**src/design/ts_packetizer_core_defines.svh**
```systemverilog
// ----------------------------------------------------------------------------
// ts_packetizer_core_defines.svh
// Assertion macros shared by the transport stream packetizer.
// ----------------------------------------------------------------------------
`ifndef TS_PACKETIZER_CORE_DEFINES_SVH
`define TS_PACKETIZER_CORE_DEFINES_SVH

// Same-cycle implication, sampled on clk, off during rst.
`define TSP_ASSERT_NOW(label, ante, cons, msg) \
  label: assert property (@(posedge clk) disable iff (rst) (ante) |-> (cons)) \
    else $error(msg);

// Next-cycle implication, sampled on clk, off during rst.
`define TSP_ASSERT_NEXT(label, ante, cons, msg) \
  label: assert property (@(posedge clk) disable iff (rst) (ante) |=> (cons)) \
    else $error(msg);

`endif

```
**src/design/ts_pkt_pkg.sv**
```systemverilog
`timescale 1ns / 1ps
// ----------------------------------------------------------------------------
// ts_pkt_pkg
// Types, constants and codes shared by the packetizer modules.
// ----------------------------------------------------------------------------
package ts_pkt_pkg;

  localparam int unsigned LenW = 21;
  localparam int unsigned PcrW = 33;
  localparam int unsigned PidW = 13;
  localparam int unsigned CcW  = 4;
  localparam int unsigned ChW  = 2;

  localparam int unsigned MaxUnitBytesDef = 1048576;
  localparam int unsigned QueueDepthDef   = 4;

  localparam logic [7:0] SyncByte    = 8'h47;
  localparam logic [7:0] PktPayload  = 8'd184;
  localparam logic [7:0] PcrRoom     = 8'd176;
  localparam logic [7:0] StuffByte   = 8'hFF;
  localparam logic [7:0] PcrFlags    = 8'h10;
  localparam logic [7:0] NoFlags     = 8'h00;
  localparam logic [7:0] PcrExt      = 8'h00;
  localparam logic [6:0] PcrTail     = 7'h7E;
  localparam logic [3:0] CtrlPayload = 4'h1;
  localparam logic [3:0] CtrlAdapt   = 4'h3;
  localparam logic [7:0] AdaptNoPcr  = 8'd2;
  localparam logic [7:0] AdaptPcr    = 8'd8;

  typedef enum logic [1:0] {
    REG_PID_PAT   = 2'd0,
    REG_PID_PMT   = 2'd1,
    REG_PID_VIDEO = 2'd2,
    REG_PID_AUDIO = 2'd3
  } cfg_reg_t;

  typedef struct packed {
    logic            we;
    cfg_reg_t        index;
    logic [PidW-1:0] data;
  } cfg_wr_t;

  typedef struct packed {
    logic [7:0]      data_byte;
    logic            unit_start;
    logic [LenW-1:0] unit_length;
    logic [ChW-1:0]  channel;
    logic            pcr_present;
    logic [PcrW-1:0] pcr_base;
  } in_item_t;

  // One classified beat: the data byte plus what its header must carry.
  typedef struct packed {
    logic [7:0]      data_byte;
    logic            pkt_end;
    logic            hdr;
    logic            first;
    logic            pcr;
    logic [PcrW-1:0] pcr_base;
    logic [PidW-1:0] pid;
    logic [CcW-1:0]  cc;
    logic [7:0]      adapt;
  } job_t;

  typedef struct packed {
    logic [7:0] out_byte;
    logic [7:0] repeat_count;
    logic       packet_end;
    logic       last_of_run;
  } result_t;

  typedef enum logic [3:0] {
    STEP_SYNC,
    STEP_PID_HI,
    STEP_PID_LO,
    STEP_CTRL,
    STEP_ADAPT_LEN,
    STEP_FLAGS,
    STEP_PCR0,
    STEP_PCR1,
    STEP_PCR2,
    STEP_PCR3,
    STEP_PCR4,
    STEP_PCR5,
    STEP_STUFF,
    STEP_DATA
  } step_t;

endpackage

```
**src/design/ts_pkt_front.sv**
```systemverilog
`timescale 1ns / 1ps
// ----------------------------------------------------------------------------
// ts_pkt_front
// Tracks unit and packet position, PIDs and continuity counters; turns each
// accepted beat of an open unit into one job for the back end.
// ----------------------------------------------------------------------------
module ts_pkt_front
  import ts_pkt_pkg::*;
#(
  parameter int unsigned MAX_UNIT_BYTES = MaxUnitBytesDef
) (
  input  logic     clk,
  input  logic     rst,
  input  cfg_wr_t  cfg,
  input  logic     in_valid,
  input  in_item_t in_item,
  input  logic     full,
  output logic     push,
  output job_t     job
);

  localparam int unsigned MaxW = $clog2(MAX_UNIT_BYTES + 1);
  localparam int unsigned CmpW = (MaxW > LenW) ? MaxW : LenW;

  logic [PidW-1:0] pid_reg [4];
  logic [CcW-1:0]  cc_reg  [4];
  logic [LenW-1:0] unit_bytes_left;
  logic [7:0]      packet_bytes_left;
  logic [ChW-1:0]  current_channel;
  logic            unit_open;

  logic            fire;
  logic            open_eff;
  logic            need_hdr;
  logic            use_pcr;
  logic [LenW-1:0] len_fix;
  logic [LenW-1:0] len_eff;
  logic [ChW-1:0]  ch_eff;
  logic [7:0]      room;
  logic [7:0]      data_cnt;
  logic [7:0]      pbl_next;
  logic [LenW-1:0] ubl_next;

  always_comb begin
    len_fix = (in_item.unit_length == '0) ? LenW'(1) : in_item.unit_length;
    if (CmpW'(len_fix) > CmpW'(MAX_UNIT_BYTES)) begin
      len_fix = LenW'(MAX_UNIT_BYTES);
    end
    len_eff  = in_item.unit_start ? len_fix : unit_bytes_left;
    ch_eff   = in_item.unit_start ? in_item.channel : current_channel;
    open_eff = in_item.unit_start | unit_open;
    need_hdr = in_item.unit_start | (packet_bytes_left == '0);
    use_pcr  = in_item.unit_start & in_item.pcr_present;
    room     = use_pcr ? PcrRoom : PktPayload;
    data_cnt = (len_eff < LenW'(room)) ? len_eff[7:0] : room;
    pbl_next = (need_hdr ? data_cnt : packet_bytes_left) - 8'd1;
    ubl_next = len_eff - LenW'(1);
  end

  assign fire = in_valid & ~full;
  assign push = fire & open_eff;

  always_comb begin
    job.data_byte = in_item.data_byte;
    job.pkt_end   = (pbl_next == '0);
    job.hdr       = need_hdr;
    job.first     = in_item.unit_start;
    job.pcr       = use_pcr;
    job.pcr_base  = in_item.pcr_base;
    job.pid       = pid_reg[ch_eff];
    job.cc        = cc_reg[ch_eff];
    job.adapt     = PktPayload - data_cnt;
  end

  always_ff @(posedge clk) begin
    if (rst) begin
      pid_reg[REG_PID_PAT]   <= PidW'(0);
      pid_reg[REG_PID_PMT]   <= PidW'(32);
      pid_reg[REG_PID_VIDEO] <= PidW'(33);
      pid_reg[REG_PID_AUDIO] <= PidW'(34);
    end else if (cfg.we) begin
      pid_reg[cfg.index] <= cfg.data;
    end
  end

  always_ff @(posedge clk) begin
    if (rst) begin
      for (int i = 0; i < 4; i++) begin
        cc_reg[i] <= '0;
      end
      unit_bytes_left   <= '0;
      packet_bytes_left <= '0;
      current_channel   <= '0;
      unit_open         <= 1'b0;
    end else if (push) begin
      if (need_hdr) begin
        cc_reg[ch_eff] <= cc_reg[ch_eff] + CcW'(1);
      end
      unit_bytes_left   <= ubl_next;
      packet_bytes_left <= pbl_next;
      current_channel   <= ch_eff;
      unit_open         <= (ubl_next != '0);
    end
  end

endmodule

```
**src/design/ts_pkt_queue.sv**
```systemverilog
`timescale 1ns / 1ps
// ----------------------------------------------------------------------------
// ts_pkt_queue
// Short job FIFO between the front and back ends.
// ----------------------------------------------------------------------------
module ts_pkt_queue
  import ts_pkt_pkg::*;
#(
  parameter int unsigned DEPTH = QueueDepthDef
) (
  input  logic clk,
  input  logic rst,
  input  logic push,
  input  job_t push_job,
  input  logic pop,
  output job_t head,
  output logic empty,
  output logic full
);

  localparam int unsigned PtrW = (DEPTH > 1) ? $clog2(DEPTH) : 1;
  localparam int unsigned CntW = $clog2(DEPTH + 1);

  job_t            mem [DEPTH];
  logic [PtrW-1:0] wr_ptr;
  logic [PtrW-1:0] rd_ptr;
  logic [CntW-1:0] count;

  assign empty = (count == '0);
  assign full  = (count == CntW'(DEPTH));
  assign head  = mem[rd_ptr];

  always_ff @(posedge clk) begin
    if (push) begin
      mem[wr_ptr] <= push_job;
    end
  end

  always_ff @(posedge clk) begin
    if (rst) begin
      wr_ptr <= '0;
      rd_ptr <= '0;
      count  <= '0;
    end else begin
      if (push) begin
        wr_ptr <= (wr_ptr == PtrW'(DEPTH - 1)) ? '0 : wr_ptr + PtrW'(1);
      end
      if (pop) begin
        rd_ptr <= (rd_ptr == PtrW'(DEPTH - 1)) ? '0 : rd_ptr + PtrW'(1);
      end
      if (push && !pop) begin
        count <= count + CntW'(1);
      end else if (pop && !push) begin
        count <= count - CntW'(1);
      end
    end
  end

endmodule

```
**src/design/ts_pkt_back.sv**
```systemverilog
`timescale 1ns / 1ps
// ----------------------------------------------------------------------------
// ts_pkt_back
// Expands the head job into any header, adaptation field and stuffing run,
// then its data byte, one result per unstalled cycle into an output register.
// ----------------------------------------------------------------------------
module ts_pkt_back
  import ts_pkt_pkg::*;
(
  input  logic    clk,
  input  logic    rst,
  input  logic    q_valid,
  input  job_t    head,
  output logic    pop,
  output logic    m_valid,
  output result_t m_result,
  input  logic    m_ready
);

  step_t      step;
  step_t      step_next;
  step_t      eff_step;
  logic       fresh;
  logic       emit;
  logic [7:0] stuff;
  result_t    res;

  // fresh: head job not started yet; its first step follows from hdr
  assign eff_step = fresh ? (head.hdr ? STEP_SYNC : STEP_DATA) : step;
  assign emit     = q_valid & (~m_valid | m_ready);
  assign pop      = emit & (eff_step == STEP_DATA);
  assign stuff    = head.adapt - (head.pcr ? AdaptPcr : AdaptNoPcr);

  always_comb begin
    unique case (eff_step)
      STEP_SYNC:      step_next = STEP_PID_HI;
      STEP_PID_HI:    step_next = STEP_PID_LO;
      STEP_PID_LO:    step_next = STEP_CTRL;
      STEP_CTRL:      step_next = (head.adapt != '0) ? STEP_ADAPT_LEN : STEP_DATA;
      STEP_ADAPT_LEN: step_next = (head.adapt > 8'd1) ? STEP_FLAGS : STEP_DATA;
      STEP_FLAGS: begin
        if (head.pcr) begin
          step_next = STEP_PCR0;
        end else begin
          step_next = (stuff != '0) ? STEP_STUFF : STEP_DATA;
        end
      end
      STEP_PCR0:      step_next = STEP_PCR1;
      STEP_PCR1:      step_next = STEP_PCR2;
      STEP_PCR2:      step_next = STEP_PCR3;
      STEP_PCR3:      step_next = STEP_PCR4;
      STEP_PCR4:      step_next = STEP_PCR5;
      STEP_PCR5:      step_next = (stuff != '0) ? STEP_STUFF : STEP_DATA;
      STEP_STUFF:     step_next = STEP_DATA;
      STEP_DATA:      step_next = STEP_DATA;
      default:        step_next = STEP_DATA;
    endcase
  end

  always_comb begin
    res.out_byte     = head.data_byte;
    res.repeat_count = 8'd1;
    res.packet_end   = 1'b0;
    res.last_of_run  = 1'b0;
    unique case (eff_step)
      STEP_SYNC:      res.out_byte = SyncByte;
      STEP_PID_HI:    res.out_byte = {1'b0, head.first, 1'b0, head.pid[12:8]};
      STEP_PID_LO:    res.out_byte = head.pid[7:0];
      STEP_CTRL: begin
        res.out_byte = {((head.adapt != '0) ? CtrlAdapt : CtrlPayload), head.cc};
      end
      STEP_ADAPT_LEN: res.out_byte = head.adapt - 8'd1;
      STEP_FLAGS:     res.out_byte = head.pcr ? PcrFlags : NoFlags;
      STEP_PCR0:      res.out_byte = head.pcr_base[32:25];
      STEP_PCR1:      res.out_byte = head.pcr_base[24:17];
      STEP_PCR2:      res.out_byte = head.pcr_base[16:9];
      STEP_PCR3:      res.out_byte = head.pcr_base[8:1];
      STEP_PCR4:      res.out_byte = {head.pcr_base[0], PcrTail};
      STEP_PCR5:      res.out_byte = PcrExt;
      STEP_STUFF: begin
        res.out_byte     = StuffByte;
        res.repeat_count = stuff;
      end
      STEP_DATA: begin
        res.packet_end  = head.pkt_end;
        res.last_of_run = 1'b1;
      end
      default: res.out_byte = head.data_byte;
    endcase
  end

  always_ff @(posedge clk) begin
    if (rst) begin
      step  <= STEP_DATA;
      fresh <= 1'b1;
    end else if (emit) begin
      step  <= step_next;
      fresh <= (eff_step == STEP_DATA);
    end
  end

  always_ff @(posedge clk) begin
    if (rst) begin
      m_valid <= 1'b0;
    end else if (emit) begin
      m_valid <= 1'b1;
    end else if (m_ready) begin
      m_valid <= 1'b0;
    end
  end

  always_ff @(posedge clk) begin
    if (emit) begin
      m_result <= res;
    end
  end

endmodule

```
**src/design/ts_packetizer_core.sv**
```systemverilog
`timescale 1ns / 1ps
`include "ts_packetizer_core_defines.svh"
// ----------------------------------------------------------------------------
// ts_packetizer_core
// Cuts byte units into 188-byte MPEG-2 transport packets.
// ----------------------------------------------------------------------------
// Feed one payload byte per beat; the first beat of a unit carries its length,
// channel and optional PCR. The slave side takes a beat every cycle while the
// job queue (QUEUE_DEPTH entries) has room. Each beat taken while a unit is
// open becomes one job; the back end plays a job out at one result per cycle
// while m_axis_tready does not stall it: one result for a plain data byte; for
// a byte that opens a packet, the 4-byte header, optional adaptation field
// with PCR, a single result for the whole 0xFF stuffing run given as a repeat
// count, then the data byte. Sustained input rate is one beat per cycle apart
// from the header results of the back end and output stalls. Bytes arriving
// with no unit open are taken and dropped. PID registers are written through
// cfg_we / cfg_index / cfg_data and must only change while the block is idle.
// ----------------------------------------------------------------------------
module ts_packetizer_core
  import ts_pkt_pkg::*;
#(
  parameter int unsigned MAX_UNIT_BYTES = MaxUnitBytesDef,
  parameter int unsigned QUEUE_DEPTH    = QueueDepthDef
) (
  input  logic        clk,
  input  logic        rst,
  // configuration write port
  input  logic        cfg_we,
  input  logic [1:0]  cfg_index,
  input  logic [12:0] cfg_data,
  // input stream
  input  logic        s_axis_tvalid,
  output logic        s_axis_tready,
  input  logic [63:0] s_axis_tdata,   // data_byte[7:0], unit_length[28:8],
                                      // pcr_base[61:29], zero[63:62]
  input  logic [3:0]  s_axis_tuser,   // unit_start[0], channel[2:1],
                                      // pcr_present[3]
  // result stream
  output logic        m_axis_tvalid,
  input  logic        m_axis_tready,
  output logic [15:0] m_axis_tdata,   // out_byte[7:0], repeat_count[15:8]
  output logic [0:0]  m_axis_tuser,   // packet_end[0]
  output logic        m_axis_tlast    // last_of_run
);

  cfg_wr_t  cfg;
  in_item_t in_item;
  job_t     push_job;
  job_t     head;
  logic     push;
  logic     pop;
  logic     q_empty;
  logic     q_full;
  logic     q_valid;
  result_t  m_result;

  assign cfg.we    = cfg_we;
  assign cfg.index = cfg_reg_t'(cfg_index);
  assign cfg.data  = cfg_data;

  assign in_item.data_byte   = s_axis_tdata[7:0];
  assign in_item.unit_length = s_axis_tdata[28:8];
  assign in_item.pcr_base    = s_axis_tdata[61:29];
  assign in_item.unit_start  = s_axis_tuser[0];
  assign in_item.channel     = s_axis_tuser[2:1];
  assign in_item.pcr_present = s_axis_tuser[3];

  assign s_axis_tready = ~q_full;
  assign q_valid       = ~q_empty;

  // front end: unit/packet tracking and header decisions
  ts_pkt_front #(
    .MAX_UNIT_BYTES (MAX_UNIT_BYTES)
  ) u_front (
    .clk      (clk),
    .rst      (rst),
    .cfg      (cfg),
    .in_valid (s_axis_tvalid),
    .in_item  (in_item),
    .full     (q_full),
    .push     (push),
    .job      (push_job)
  );

  ts_pkt_queue #(
    .DEPTH (QUEUE_DEPTH)
  ) u_queue (
    .clk      (clk),
    .rst      (rst),
    .push     (push),
    .push_job (push_job),
    .pop      (pop),
    .head     (head),
    .empty    (q_empty),
    .full     (q_full)
  );

  // back end: result sequencer and output register
  ts_pkt_back u_back (
    .clk      (clk),
    .rst      (rst),
    .q_valid  (q_valid),
    .head     (head),
    .pop      (pop),
    .m_valid  (m_axis_tvalid),
    .m_result (m_result),
    .m_ready  (m_axis_tready)
  );

  assign m_axis_tdata    = {m_result.repeat_count, m_result.out_byte};
  assign m_axis_tuser[0] = m_result.packet_end;
  assign m_axis_tlast    = m_result.last_of_run;

  // packet end only ever lands on the data byte, which closes the beat
  `TSP_ASSERT_NOW(a_pend_is_last, m_axis_tvalid && m_axis_tuser[0], m_axis_tlast, "packet end not on last result")
  // runs longer than one byte are stuffing only
  `TSP_ASSERT_NOW(a_run_is_stuff, m_axis_tvalid && m_axis_tdata[15:8] != 8'd1, m_axis_tdata[7:0] == 8'hFF && m_axis_tdata[15:8] != 8'd0, "bad repeat run")
  // data byte always goes out singly
  `TSP_ASSERT_NOW(a_last_single, m_axis_tvalid && m_axis_tlast, m_axis_tdata[15:8] == 8'd1, "data byte repeated")
  // a pending job with an empty output register is shown next cycle
  `TSP_ASSERT_NEXT(a_out_fill, q_valid && !m_axis_tvalid, m_axis_tvalid, "output register not refilled")

endmodule
```
**config.mk**
```make
export PLATFORM = sky130hd
export DESIGN_NAME = ts_packetizer_core
export DESIGN_NICKNAME = d
export VERILOG_FILES = /design/src/design/ts_pkt_pkg.sv /design/src/design/ts_pkt_front.sv /design/src/design/ts_pkt_queue.sv /design/src/design/ts_pkt_back.sv /design/src/design/ts_packetizer_core.sv
export VERILOG_INCLUDE_DIRS = /design/src /design/src/design
export SDC_FILE = /design/constraint.sdc
export NUM_CORES = 1
export LEC_CHECK = 0
export BUFFER_PORTS_ARGS = -buffer_cell sky130_fd_sc_hd__buf_2
export CELL_PAD_IN_SITES_DETAIL_PLACEMENT = 0
export CELL_PAD_IN_SITES_GLOBAL_PLACEMENT = 1
export CORE_AREA = 2 2 188 190
export DETAILED_ROUTE_END_ITERATION = 8
export DIE_AREA = 0 0 190 192
export HOLD_SLACK_MARGIN = 0.06
export PLACE_DENSITY_LB_ADDON = 0.1
export SLEW_MARGIN = 25
export SYNTH_ARGS = -nofsm -noshare
export SYNTH_HDL_FRONTEND = slang
export SYNTH_HIERARCHICAL = 1
export SYNTH_SLANG_ARGS = --single-unit
```
**constraint.sdc**
```tcl
create_clock -name clk -period 6.9 [get_ports clk]
set_input_delay 1.38 -clock clk [delete_from_list [all_inputs] [get_ports clk]]
set_output_delay 1.38 -clock clk [all_outputs]
set_load 0.02 [all_outputs]
```
==> flow_metrics.py <==
metrics = {
    "run_status": {
        "status": "completed",
    },
    "clock_network": {
        "clock_path_buffers": 3,
        "cts_tree": "built",
        "insertion_delay_ns": 0.53,
        "post_cts_resized": 0,
        "htreeDepth": 2,
        "clock-sinks": 413,
        "cts_buffers": 42,
        "cts.clk_slew.worst_paths_ns": 0.06,
        "post-cts-setup-buffer-count": 0,
        "ctsHoldBuffers": 0,
        "ctsRootBufferMaster": "clkbuf_16",
    },
    "worst_setup_path": {
        "critPathLaunchType": "input port",
        "worst_setup_path_end_kind": "flop",
        "arrival_ns": 4.93,
        "path_max_fanout": 35,
        "cp.required_ns": 7.25,
        "crit_type": "in2reg",
    },
    "synthesis": {
        "synth_ff_type": "edfxtp_1",
        "syn_inst": 1289,
        "postSynthAreaPerCell_um2": 14.9,
        "yosysSeqAreaShare": 0.623,
        "ys_types": 108,
        "syn_area_um2": 19200,
        "syn-num-nets": 1395,
        "synth_warnings": 6,
        "ys_async_sr_fraction": 0,
        "synth_seq_cells": 413,
        "synth_edf_count": 366,
    },
    "floorplanning": {
        "dieArea_um2": 36500,
        "row_count": 68,
        "initial_core_util": 0.559,
        "die_w_um": 190,
        "core_area_um2": 34300,
        "io_pins": 108,
        "die_y_um": 192,
    },
    "run": {
        "maxCapViolations": 0,
    },
    "global_route": {
        "grt_usage": 0.224,
        "grt_pass1_wl_um": 62700,
        "overflow": 0,
        "antenna_found_initial": 0,
        "grt_pass1_vias": 10974,
        "grt_max_degree": 65,
    },
    "sta": {
        "setup-tns-final_ns": 0,
        "rsz0062_at_grt": "no",
        "finalWorstSetupSlack_ns": 2.32,
        "final-hold-violation-count": 0,
        "relSlewSlack": 0.326,
        "fmax_mhz": 218,
        "period_needed_ns": 4.58,
        "fin_skew_ns": 0.0122,
        "finalCritPeriodShare": 0.664,
        "drv_slew": 0,
        "setup_viol": 0,
        "worst_pin_slew_ns": 1.01,
    },
    "detailed_routing": {
        "routedWlPerCell_um": 21.8,
        "first_pass_iters": 5,
        "drt-total-wl_um": 39900,
        "postRouteAntennaNets": 0,
        "via_count": 10778,
        "drc": 0,
        "drtIter0Drc": 636,
        "post_drt_via_cell_ratio": 5.89,
    },
    "pwr": {
        "clkPwrFrac": 0.306,
        "p_leak_nw": 7.10,
        "pwr-share-comb": 0.260,
        "seq_power_share": 0.434,
        "p_switching_w": 0.00222,
        "power.density_nw_per_um2": 354,
        "switching_share": 0.299,
        "max-vdd-ir-drop_v": 0.000228,
        "p_int_w": 0.00520,
    },
    "finish": {
        "design_area_um2": 20900,
        "largest_reg_flops": 280,
        "antenna_cells": 0,
        "layout.nets": 1454,
        "drive_above_1_share": 0.254,
        "fillCellCount": 2597,
        "syn_to_final_growth_pct": 9.28,
    },
    "placed_design": {
        "place.gp.congestion": 0.813,
        "place_area_um2": 19600,
        "place_ws_ns": 1.84,
        "io_buffers": 105,
        "hpwl_um": 25900,
    },
    "hold_path": {
        "hold_class": "reg2reg",
    },
}
power groups by stage:
stage	registers, W	logic (W)	clock network (W)
floorplan	0.00322	0.00157	0
global placement	0.00326	0.00192	0
detailed placement	0.00328	0.00193	0
CTS	0.00322	0.00194	0.00232
global route	0.00325	0.00210	0.00240
finish	0.00322	0.00193	0.00227
cell usage in the layout (no fill, tap or decap), drive strengths merged, types with 10 or more instances in the layout:
master	instances
edfxtp	366
nand2	88
nor2b	16
o21ai	34
o2bb2ai	11
mux2i	14
nand3	28
clkinv	11
buf	122
inv	38
nor3b	10
nor2	84
dfxtp	47
and2	57
a21oi	56
mux4	87
ha	17
xnor2	17
nand2b	14
clkbuf	50
nor3	23
a31oi	15
xor2	17
nor4	20
cell usage after synthesis, drive strengths merged (3+ instances only):
library cell,count,area share
a22oi,4,0.0016
o21a,3,0.0012
a31oi,15,0.0052
o21ai,34,0.0091
edfxtp,366,0.57
a221oi,8,0.0046
clkbuf,21,0.0069
nand2,88,0.017
mux4,87,0.10
nand3,28,0.0076
a2bb2oi,4,0.0018
nor4,20,0.011
o221ai,3,0.0017
a21oi,56,0.015
a21o,3,0.0012
xnor2,17,0.0078
buf,86,0.038
a41oi,4,0.0018
xor2,17,0.0078
nor2b,16,0.0065
o211ai,6,0.0026
a31o,4,0.0018
or3,6,0.0020
a211oi,6,0.0024
nand2b,14,0.0052
o31ai,6,0.0031
nand4,9,0.0033
ha,17,0.011
o22ai,6,0.0020
nor3b,10,0.0048
or4,3,0.0014
nand3b,6,0.0032
dfxtp,47,0.049
or2,4,0.0013
and2,57,0.019
inv,36,0.0071
o2bb2ai,11,0.0057
and3,6,0.0025
mux2i,14,0.0073
nor2,84,0.017
nor3,23,0.0071
metal layers:
layer | vias up | routed length, um | share of wire | GRT usage
met5 | - | 0 | 0 | 0
li1 | 5063 | - | - | -
met1 | 5418 | 17800 | 0.45 | 0.312
met2 | 240 | 19700 | 0.49 | 0.383
met3 | 57 | 1560 | 0.039 | 0.0248
met4 | 0 | 882 | 0.022 | 0.0540
through the flow:
step	utilization	instances	hold slack [ns]	total power (W)
3_3_place_gp	0.570	1759	0.445	0.00519
5_1_grt	0.611	1830	0.474	0.00775
2_1_floorplan	-	1289	0.431	0.00479
6_report	0.611	1830	0.457	0.00741
4_1_cts	0.611	1830	0.461	0.00749
3_5_place_dp	0.570	1759	0.452	0.00521
critical path, stage by stage:
cell and delay (ns):
buf_2 0.48, buf_4 0.43, nor3b_2 0.25, a22oi_1 0.14, nor4_4 0.62, and2_2 0.29, nand2_1 0.08, nor2_1 0.10
a21oi_1 0.06, ha_1 0.27, and2_1 0.18, nand3_1 0.10, xor2_1 0.20, and4bb_1 0.33
cell families (layout without fill, tap and decap cells):
group,count (synthesis),in the layout,synth area share
compound gates,194,194,0.0723
xor+xnor,34,34,0.0155
buf+inv,143,229,0.0523
flops,413,413,0.623
mux,103,103,0.111
fa+ha+maj,18,18,0.0121
simple gates,384,384,0.114
path summary, 6_finish.rpt:
kind                                                  start                           to  slack (ns)  cells past startpoint
worst min-delay path            u_front/unit_bytes_left[16]  u_front/unit_bytes_left[16]        0.46                      2
worst min register to register  u_front/unit_bytes_left[16]  u_front/unit_bytes_left[16]        0.46                      2
worst max-delay path                        s_axis_tuser[0]           u_queue/mem[0][61]        2.32                     14
worst max register to register                         flop          u_back/m_result[11]        3.15                      9
area by class of cell:
cell class,count,area (um^2),area share
clock inverters,21,277,0.0132
inverters,36,135,0.00645
repair buffers,122,653,0.0312
clock buffers,50,1100,0.0526
well taps,455,569,0.0272
multi-input cells,733,6260,0.299
flip-flops and latches,413,11900,0.570
No activity file was read; power rests on OpenSTA's default activity.
